### src/hw/rtl/fbpa_pkg.sv
// Package for the fixed block pool allocator: sizes, operation and status codes,
// and the command and status structs between the controller and the datapath.
// It has no dependencies.
`default_nettype none

package fbpa_pkg;

   localparam int POOL_BLOCKS = 512;
   localparam int IDX_W       = $clog2(POOL_BLOCKS);
   localparam int LINK_W      = IDX_W + 1;
   localparam int WIDE_W      = (LINK_W > 10) ? LINK_W : 10;

   localparam int OP_W     = 2;
   localparam int BIDX_W   = 9;
   localparam int STATUS_W = 2;
   localparam int OFS_W    = 21;
   localparam int BYTES_W  = 13;
   localparam int COUNT_W  = 10;
   localparam int CSR_IDX_W = 1;

   localparam logic [OP_W-1:0] OP_ALLOC = 2'd0;
   localparam logic [OP_W-1:0] OP_FREE  = 2'd1;
   localparam logic [OP_W-1:0] OP_CLEAR = 2'd2;

   localparam logic [STATUS_W-1:0] STAT_OK  = 2'd0;
   localparam logic [STATUS_W-1:0] STAT_OOM = 2'd1;
   localparam logic [STATUS_W-1:0] STAT_BAD = 2'd2;

   localparam logic [CSR_IDX_W-1:0] CSR_BLOCK_BYTES = 1'b0;
   localparam logic [CSR_IDX_W-1:0] CSR_BLOCK_COUNT = 1'b1;

   localparam logic [BYTES_W-1:0] BYTES_RESET = 13'd64;
   localparam logic [COUNT_W-1:0] COUNT_RESET = 10'd512;

   typedef struct packed {
      logic                capture;
      logic                rd_head;
      logic                rd_cur;
      logic                load_cur;
      logic                pop_head;
      logic                bump;
      logic                clear;
      logic                wr_b;
      logic                link_prev;
      logic                set_res;
      logic [STATUS_W-1:0] res_status;
      logic                res_given;
      logic                res_from_frontier;
      logic                emit;
   } cmd_type;

   typedef struct packed {
      logic [OP_W-1:0] op;
      logic            list_empty;
      logic            pool_full;
      logic            bad_range;
      logic            walk_go;
      logic            cur_is_b;
   } stat_type;

endpackage

`default_nettype wire

### src/hw/rtl/fbpa_ctrl.sv
// Controller of the fixed block pool allocator: sequences allocate, the sorted
// free list walk and insertion, clear, and result delivery.
// It depends on fbpa_pkg.
`default_nettype none

module fbpa_ctrl (
   input  wire logic               clock,
   input  wire logic               reset,
   input  wire logic               start,
   output      logic               busy,
   input  wire fbpa_pkg::stat_type stat,
   output      fbpa_pkg::cmd_type  cmd
);

   typedef enum logic [2:0] {
      S_IDLE,
      S_DISPATCH,
      S_ALLOC_WAIT,
      S_WALK,
      S_WALK_WAIT,
      S_LINK,
      S_RESP
   } state_type;

   state_type state_ff, state_in;
   logic      busy_ff;

   always_comb begin
      cmd      = '0;
      state_in = state_ff;
      case (state_ff)
         S_IDLE: begin
            if (start) begin
               cmd.capture = 1'b1;
               state_in    = S_DISPATCH;
            end
         end
         S_DISPATCH: begin
            cmd.set_res    = 1'b1;
            cmd.res_status = fbpa_pkg::STAT_OK;
            state_in       = S_RESP;
            case (stat.op)
               fbpa_pkg::OP_ALLOC: begin
                  if (!stat.list_empty) begin
                     cmd.rd_head   = 1'b1;
                     cmd.res_given = 1'b1;
                     state_in      = S_ALLOC_WAIT;
                  end else if (stat.pool_full) begin
                     cmd.res_status = fbpa_pkg::STAT_OOM;
                  end else begin
                     cmd.bump              = 1'b1;
                     cmd.res_given         = 1'b1;
                     cmd.res_from_frontier = 1'b1;
                  end
               end
               fbpa_pkg::OP_FREE: begin
                  if (stat.bad_range) begin
                     cmd.res_status = fbpa_pkg::STAT_BAD;
                  end else begin
                     cmd.set_res = 1'b0;
                     state_in    = S_WALK;
                  end
               end
               fbpa_pkg::OP_CLEAR: begin
                  cmd.clear = 1'b1;
               end
               default: ;
            endcase
         end
         S_ALLOC_WAIT: begin
            cmd.pop_head = 1'b1;
            state_in     = S_RESP;
         end
         S_WALK: begin
            if (stat.walk_go) begin
               cmd.rd_cur = 1'b1;
               state_in   = S_WALK_WAIT;
            end else if (stat.cur_is_b) begin
               cmd.set_res    = 1'b1;
               cmd.res_status = fbpa_pkg::STAT_BAD;
               state_in       = S_RESP;
            end else begin
               cmd.wr_b = 1'b1;
               state_in = S_LINK;
            end
         end
         S_WALK_WAIT: begin
            cmd.load_cur = 1'b1;
            state_in     = S_WALK;
         end
         S_LINK: begin
            cmd.link_prev  = 1'b1;
            cmd.set_res    = 1'b1;
            cmd.res_status = fbpa_pkg::STAT_OK;
            state_in       = S_RESP;
         end
         S_RESP: begin
            cmd.emit = 1'b1;
            state_in = S_IDLE;
         end
         default: begin
            state_in = S_IDLE;
         end
      endcase
   end

   always_ff @(posedge clock) begin
      if (reset) begin
         state_ff <= S_IDLE;
         busy_ff  <= 1'b0;
      end else begin
         state_ff <= state_in;
         busy_ff  <= (state_in != S_IDLE);
      end
   end

   assign busy = busy_ff;

   accept_dispatches: assert property (@(posedge clock) disable iff (reset)
      (start && !busy) |=> (state_ff == S_DISPATCH))
      else $error("accepted request did not reach dispatch");

   busy_matches_state: assert property (@(posedge clock) disable iff (reset)
      busy == (state_ff != S_IDLE))
      else $error("busy disagrees with controller state");

   walk_wait_follows_walk: assert property (@(posedge clock) disable iff (reset)
      (state_ff == S_WALK_WAIT) |-> ($past(state_ff) == S_WALK))
      else $error("walk wait entered from the wrong state");

endmodule

`default_nettype wire

### config.mk
export PLATFORM = sky130hd
export DESIGN_NAME = fbpa_ctrl
export DESIGN_NICKNAME = d
export VERILOG_FILES = /design/src/hw/rtl/fbpa_pkg.sv /design/src/hw/rtl/fbpa_ctrl.sv
export SDC_FILE = /design/constraint.sdc
export NUM_CORES = 1
export LEC_CHECK = 0
export ABC_AREA = 1
export BUFFER_PORTS_ARGS = -buffer_cell sky130_fd_sc_hd__buf_2
export CAP_MARGIN = 20
export CORE_AREA = 2 2 39 41
export CTS_CLUSTER_SIZE = 12
export DETAILED_ROUTE_END_ITERATION = 10
export DIE_AREA = 0 0 41 43
export PLACE_DENSITY = 0.65
export SYNTH_ARGS = -nofsm -noshare
export SYNTH_HDL_FRONTEND = slang
export SYNTH_SLANG_ARGS = --single-unit
### constraint.sdc
create_clock -name clock -period 3.7 [get_ports clock]
set_clock_uncertainty 0.15 [all_clocks]
set_input_delay 0.74 -clock clock [delete_from_list [all_inputs] [get_ports clock]]
set_output_delay 0.74 -clock clock [all_outputs]
set_load 0.03 [all_outputs]
==> results of run 1 <==
-- layer usage --
layer  track usage [%]  vias up  routed length (um)
li1                  -      247                   -
met5                 0        -                   0
met3              7.85        0                 119
met2              19.4       26                 387
met4              2.00        0                   0
met1              11.6      181                 360
-- cell type report --
cell class / instances / area [sq um]
multi-input combinational: 43 / 223
inverter: 16 / 60.1
clock buffer: 3 / 22.5
tap: 16 / 20.0
timing repair buffer: 25 / 125
sequential: 4 / 80.1
fill: 163 / 853
-- worst max-delay path, cell delays in order --
cell and delay (ns):
sky130_fd_sc_hd__buf_2 0.12, sky130_fd_sc_hd__nor2_1 0.15, sky130_fd_sc_hd__nand2_2 0.09, sky130_fd_sc_hd__nor3_2 0.13
sky130_fd_sc_hd__buf_2 0.22
-- registers in the layout, indices dropped and copies added (netlist names) --
name / flops
busy: 1
state_ff: 3
-- stage by stage --
stage | hold slack, ns | std cells | power [mW] | cell area [sq um] | utilization (%)
CTS | 0.592 | 107 | 0.287 | 531 | 38.3
global placement | 0.574 | 104 | 0.230 | 508 | 36.7
global route | 0.654 | 107 | 0.308 | 531 | 38.3
floorplan | 0.520 | 65 | 0.197 | 382 | -
finish | 0.582 | 107 | 0.281 | 531 | 38.3
detailed placement | 0.580 | 104 | 0.231 | 508 | 36.7
-- placed cells by master (no fill, tap or decap) --
master,instances
sky130_fd_sc_hd__nor3_1,2
sky130_fd_sc_hd__a21oi_1,1
sky130_fd_sc_hd__o21ai_0,2
sky130_fd_sc_hd__nand2_2,2
sky130_fd_sc_hd__nor3_2,1
sky130_fd_sc_hd__nor3b_1,1
sky130_fd_sc_hd__o211ai_1,1
sky130_fd_sc_hd__dfxtp_1,4
sky130_fd_sc_hd__o31ai_2,1
sky130_fd_sc_hd__nand3_1,4
sky130_fd_sc_hd__nand2_1,15
sky130_fd_sc_hd__nand3_2,2
sky130_fd_sc_hd__inv_2,2
sky130_fd_sc_hd__buf_2,25
sky130_fd_sc_hd__nor2_2,1
sky130_fd_sc_hd__inv_1,14
sky130_fd_sc_hd__nor2_1,9
sky130_fd_sc_hd__nor2_4,1
sky130_fd_sc_hd__clkbuf_4,3
-- power by group --
group | leakage (nW) | total (mW) | internal (mW) | switching [mW]
Combinational | 0.305 | 0.153 | 0.0477 | 0.106
Clock | 0.0138 | 0.0530 | 0.0362 | 0.0169
Sequential | 0.0332 | 0.0750 | 0.0582 | 0.0169
Total | 0.352 | 0.281 | 0.142 | 0.139
-- path summary, 6_finish.rpt --
path	from	to	slack [ns]	cells past startpoint
worst max-delay path	stat[5]	cmd[1]	1.35	5
worst min-delay path	state_ff[1]	state_ff[2]	0.58	6
worst max register to register	state_ff[2]	busy	2.44	7
worst min register to register	state_ff[1]	state_ff[2]	0.58	6
-- logic make-up (layout without fill, tap and decap cells) --
| family | Yosys count | count (layout) | synth area share [%] |
|---|---|---|---|
| compound gates | 5 | 5 | 9.18 |
| buf+inv | 18 | 44 | 20.7 |
| flops | 4 | 4 | 21.0 |
| simple gates | 38 | 38 | 49.2 |
==> key figures, run 1 <==
Yosys
  – EDFF count, synth: 0
  – Synth Net Count: 75
  – Biggest area consumer among synthesized cells: sky130_fd_sc_hd__dfxtp_1
  – Mean instance size in the synthesized netlist: 5.87 sq um
  – Synth top area cells: sky130_fd_sc_hd__dfxtp_1, sky130_fd_sc_hd__nand2_1, sky130_fd_sc_hd__inv_1, sky130_fd_sc_hd__nor2_1, sky130_fd_sc_hd__nand3_1
  – Most repeated cell in the gate-level netlist after synthesis: sky130_fd_sc_hd__nand2_1
  – Prevailing post-synth register cell: sky130_fd_sc_hd__dfxtp_1
  – Share of the yosys chip area belonging to registers: 21.0%
  – Ys Warns: 0
  – Synthesized flop and latch total: 4
  – Most common library cells after synthesis: sky130_fd_sc_hd__nand2_1, sky130_fd_sc_hd__inv_1, sky130_fd_sc_hd__nor2_1
  – Ys async rst share: 0%
  – Area share of the largest cell type after synthesis: 21.0%
  – Post-Synthesis Cells: 65
  – Unique cell type count in the Yosys netlist: 19
  – Cell area after synthesis: 382 sq um

Drt
  – Number of violations reported at the end of detailed-routing iteration 0: 5
  – Average routed wire per standard cell: 8.10 um
  – Number of optimization iterations in the first detailed-route pass: 3
  – Aggregate routed wire length: 867 um
  – Total vias in the final route: 454
  – Antenna Violating Nets Remaining: 0
  – Vias per inst: 4.24
  – Drt drc: 0

GRT
  – Antenna violations before repair: 0
  – Wire length of the first global-routing pass: 1420 um
  – Sum of overflow across all layers after global routing: 0
  – Vias in the first global route: 394
  – Maximum number of pins on one net before global-route repair: 10
  – All-Layer GR Usage: 11.6%

STA
  – Finish-stage setup viols: 0
  – Worst slew pin tran: 0.363 ns
  – Final Cycle Share: 63.4%
  – Tightest slew margin relative to the limit: 75.8%
  – Final hold vios: 0
  – Maximum frequency from static timing analysis: 426 MHz
  – Sum Neg Setup Slack: 0 ns
  – Final Max Tran Viols: 0
  – Final critical path time including I/O delays and setup: 2.35 ns
  – Setup repair after global routing missed its margin: no
  – Crit path setup slack, layout: 1.35 ns

Floorplan
  – Number of core rows: 14
  – Y dimension of the die: 43 um
  – Core box area: 1380 sq um
  – Top-Level Pins: 26
  – Die area: 1760 sq um
  – Die extent in x: 41 um
  – Initial standard-cell utilization of the core: 27.6%

Clock network
  – TritonCTS clock tree: yes
  – # resized after CTS: 0
  – Deepest clock path buffer count: 2
  – Insertion delay of the later-clocked pin in the worst-skew pair: 0.23 ns
  – Number of clock sinks seen by CTS: 4
  – Setup Fix Bufs, Post-CTS: 0
  – Num CTS Buffers: 3
  – Clock slew seen by the registers of the worst setup and hold paths: 0.04 ns
  – Number of buffers added to fix hold violations after cts: 0
  – CTS Root Buffer Type: sky130_fd_sc_hd__clkbuf_4
  – H-tree lvl count: 1

Placement
  – Weighted congestion reported at the end of routability-driven placement: 0.735
  – Placement-stage worst setup slack: 1.34 ns
  – Quantity of I/O buffers inserted on ports: 25
  – Post-DP HPWL: 749 um

Hold path
  – Hold/Removal Path Class: reg2reg

Critical path
  – Worst endpoint data arrival time: 1.46 ns
  – WS Path Type: in2out
  – Max Fanout on Critical Path: 4
  – Type of origin of the critical path: primary input
  – Critical path data required time: 2.81 ns
  – Category of the worst setup path capture point: output pin

Power and ir drop
  – Worst voltage drop across the vdd grid: 0.304 mV
  – Power per cell area: 530 nW/um^2
  – Cell leakage power: 0.352 nW

Cells and area
  – Final net count: 103
  – Ratio of cells with drive above 1 in the final layout: 41.8%
  – # diodes: 0
  – Area added between synthesis and finish: 39.0%

Run status
  – Status: complete, no violations

Job
  – Max-cap violations: 0
No activity file was read; power rests on OpenSTA's default activity.
==> run 2: changes to the inputs <==
ABC_AREA = 0   (was 1)
clock period = 2.3 ns   (was 3.7 ns; I/O delays follow)
==> run 2 against run 1 <==
Net effect: count of clock-buffer cells in the layout is the same; register-to-register slack worse by 1.6 ns; routed wire length is 15% higher; hold slack worse by 0.30 ns; critical path depth decreased by 1; critical endpoint unchanged; power is 52% higher; combinational power up 59%; die area is the same.
==> key figures, run 2 <==
Drt
  – Number of violations reported at the end of detailed-routing iteration 0: 3 (-2)
  – Number of optimization iterations in the first detailed-route pass: 2 (-1)
  – Average routed wire per standard cell: 10.6 um (+31%)
  – Total vias in the final route: 455 (+0.22%)
  – Aggregate routed wire length: 1000 um (+15%)
  – Antenna Violating Nets Remaining: 0 (unchanged)
  – Vias per inst: 4.84 (+14%)
  – Drt drc: 0 (unchanged)

Cells and area
  – Area added between synthesis and finish: 46.4%
  – # diodes: 0 (unchanged)
  – Ratio of cells with drive above 1 in the final layout: 47.4% (+5.7 points)
  – Most frequent cells in the layout: sky130_fd_sc_hd__buf_2, sky130_fd_sc_hd__nor2_1, sky130_fd_sc_hd__nor3_1
  – Final net count: 90 (-13%)
  – Area occupied by multi-input gates: 268 sq um (+20%)
  – Fillcell total: 149 (-8.6%)
  – Most common cell after layout, fill and taps aside: sky130_fd_sc_hd__buf_2
  – Largest Register: state_ff
  – Register area: 80.1 sq um (unchanged)
  – Non-filler instance count after layout: 94 (-12%)
  – Number of flip-flops under the largest register name: 3 (unchanged)

Critical path
  – Reg2Reg Launch Point: state_ff[2]
  – Max Fanout on Critical Path: 5 (+1)
  – Slack of the worst reg-to-reg path: 0.88 ns (-1.56 ns)
  – Endpoint of the worst-slack reg-to-reg timing path: state_ff[0]
  – Category of the worst setup path capture point: output pin
  – Worst-case reg-to-reg path depth: 4 (-3)
  – Critical path data required time: 1.69 ns (-1.12 ns)
  – Biggest cell delay along the critical path: 0.55 ns (+0.33 ns)
  – Type of origin of the critical path: primary input
  – WS Path Type: in2out
  – Worst endpoint data arrival time: 1.55 ns (+0.09 ns)
  – Cell mode on critical path: sky130_fd_sc_hd__buf_2
  – Crit path max-delay cell type: sky130_fd_sc_hd__or4_4
  – Worst path cell trace: buf_2 -> or4_4 -> nor3b_4 -> buf_2
  – Setup crit start: stat[6]

Clock network
  – # resized after CTS: 0 (unchanged)
  – Number of clock sinks seen by CTS: 4 (unchanged)
  – TritonCTS clock tree: yes
  – Setup Fix Bufs, Post-CTS: 0 (unchanged)
  – Clock slew seen by the registers of the worst setup and hold paths: 0.04 ns (about the same)
  – H-tree lvl count: 1 (unchanged)
  – Deepest clock path buffer count: 2 (unchanged)
  – Number of buffers added to fix hold violations after cts: 0 (unchanged)
  – CTS Root Buffer Type: sky130_fd_sc_hd__clkbuf_4
  – Num CTS Buffers: 3 (unchanged)
  – Insertion delay of the later-clocked pin in the worst-skew pair: 0.24 ns (about the same)

Placement
  – Post-DP HPWL: 755 um (+0.69%)
  – # placed instances: 91 (-13%)
  – Quantity of I/O buffers inserted on ports: 25 (unchanged)
  – Weighted congestion reported at the end of routability-driven placement: 0.714 (-2.9%)

Power and ir drop
  – Worst voltage drop across the vdd grid: 0.296 mV (-2.6%)
  – Net switching fraction of the power: 44.8% (-4.7 points)
  – Sw Pwr: 192 uW (+38%)
  – Seq pwr share: 22.4% (-4.3 points)
  – Clk network pwr share: 21.0% (+2.1 points)
  – Overall power after layout: 429 uW (+52%)
  – Power per cell area: 775 nW/um^2 (+46%)
  – Cell leakage power: 0.297 nW (-16%)
  – Gate power share: 56.6% (+2.1 points)
  – Internal power of the cells: 237 uW (+67%)

Yosys
  – Share of the yosys chip area belonging to registers: 21.2% (+0.21 points)
  – Synth top area cells: sky130_fd_sc_hd__dfxtp_1, sky130_fd_sc_hd__nor3_1, sky130_fd_sc_hd__nor2_1, sky130_fd_sc_hd__o41ai_2, sky130_fd_sc_hd__a21oi_1
  – Biggest area consumer among synthesized cells: sky130_fd_sc_hd__dfxtp_1
  – EDFF count, synth: 0 (unchanged)
  – Ys Warns: 0 (unchanged)
  – Area share of the largest cell type after synthesis: 21.2% (+0.21 points)
  – Post-Synthesis Cells: 50 (-23%)
  – Cell area after synthesis: 378 sq um (-0.98%)
  – Most repeated cell in the gate-level netlist after synthesis: sky130_fd_sc_hd__nor2_1
  – Most common library cells after synthesis: sky130_fd_sc_hd__nor2_1, sky130_fd_sc_hd__nor3_1, sky130_fd_sc_hd__dfxtp_1, sky130_fd_sc_hd__nand2_1, sky130_fd_sc_hd__a21oi_1
  – Synthesized flop and latch total: 4 (unchanged)
  – Ys async rst share: 0% (unchanged)
  – Prevailing post-synth register cell: sky130_fd_sc_hd__dfxtp_1
  – Unique cell type count in the Yosys netlist: 27 (+8)
  – Synth Net Count: 60 (-20%)
  – Mean instance size in the synthesized netlist: 7.56 sq um (+29%)

GRT
  – Vias in the first global route: 432 (+9.6%)
  – All-Layer GR Usage: 13.7% (+2.0 points)
  – Maximum number of pins on one net before global-route repair: 13 (+3)
  – Antenna violations before repair: 0 (unchanged)
  – Sum of overflow across all layers after global routing: 0 (unchanged)
  – Wire length of the first global-routing pass: 1640 um (+15%)

STA
  – Sum Neg Setup Slack: 0 ns (unchanged)
  – Worst slew pin tran: 0.283 ns (-0.0802 ns)
  – Final hold vios: 0 (unchanged)
  – Tightest slew margin relative to the limit: 81.0% (+5.2 points)
  – Final Max Tran Viols: 0 (unchanged)
  – Final Cycle Share: 93.7%
  – Finish-stage setup viols: 0 (unchanged)
  – Setup repair after global routing missed its margin: no
  – Maximum frequency from static timing analysis: 464 MHz
  – Final critical path time including I/O delays and setup: 2.16 ns

Hold path
  – Worst Hold Depth: 2 (-4)
  – Start point of the worst hold path: reset
  – Worst min-delay path endpoint: state_ff[1]
  – Hold/Removal Path Class: in2reg

Job
  – Max-cap violations: 0 (unchanged)

Floorplan
  – Initial standard-cell utilization of the core: 27.3% (-0.27 points)
  – Y dimension of the die: 43 um (unchanged)
  – Core box area: 1380 sq um (unchanged)
  – Die extent in x: 41 um (unchanged)
  – Top-Level Pins: 26 (unchanged)
  – Number of core rows: 14 (unchanged)
  – Die area: 1760 sq um (unchanged)

Run status
  – Status: complete, no violations
-- run 2: cell count changes in the layout (fill, tap and decap cells not counted), moves of 3 or more --
cell / delta
sky130_fd_sc_hd__nand2_1: -11
sky130_fd_sc_hd__nand3_1: -4
sky130_fd_sc_hd__nor2_1: -3
sky130_fd_sc_hd__nor3_1: +3
sky130_fd_sc_hd__buf_4: +4
sky130_fd_sc_hd__inv_1: -12
-- run 2: power groups by stage --
stage	clock, mW	combinational, mW	sequential [mW]
floorplan	0	0.168	0.106
global placement	0	0.242	0.0966
detailed placement	0	0.243	0.0970
CTS	0.0921	0.245	0.0962
global route	0.0982	0.267	0.0977
finish	0.0901	0.243	0.0961
-- run 2: worst max-delay path, delay by kind of cell --
kind / cells / cell delay (ns)
buffers and inverters: 2 / 0.35
AND/OR/NAND/NOR: 2 / 0.74
-- run 2: layer usage --
layer / global-route usage (%) / routed length (um)
met1: 16.5 / 446
met2: 20.0 / 476
met3: 3.14 / 78
met4: 10.0 / 0
met5: 0 / 0
-- run 2: layout make-up --
cell class	instances	area share, %
Timing Repair Buffer	29	28.1
Tap cell	16	3.62
Clock buffer	3	4.07
Sequential cell	4	14.5
Multi-Input combinational cell	40	48.4
Inverter	2	1.36
-- run 2: how the worst max path moves through the flow --
| stage | endpoint | cells past startpoint |
|---|---|---|
| global route | cmd[9] | 4 |
| finish | cmd[1] | 4 |
| detailed placement | cmd[1] | 4 |
| global placement | cmd[9] | 4 |
| CTS | cmd[1] | 4 |
| floorplan | cmd[9] | 3 |
-- run 2: cell families after synthesis --
logic type	count (synthesis)	synth area share (%)
AOI/OAI and AO/OA	10	18.5
buffers and inverters	6	9.60
DFF	4	21.2
muxes	1	2.65
and+or+nand+nor	29	48.0
-- run 2: per-stage QoR --
stage	worst slack (ns)	cell area (sq um)	hold slack (ns)	utilization, %
2_1_floorplan	0.0786	384	0.383	-
3_3_place_gp	0.160	531	0.470	38.3
3_5_place_dp	0.141	531	0.469	38.3
4_1_cts	0.134	553	0.275	40.0
5_1_grt	0.0498	553	0.281	40.0
6_report	0.144	553	0.283	40.0
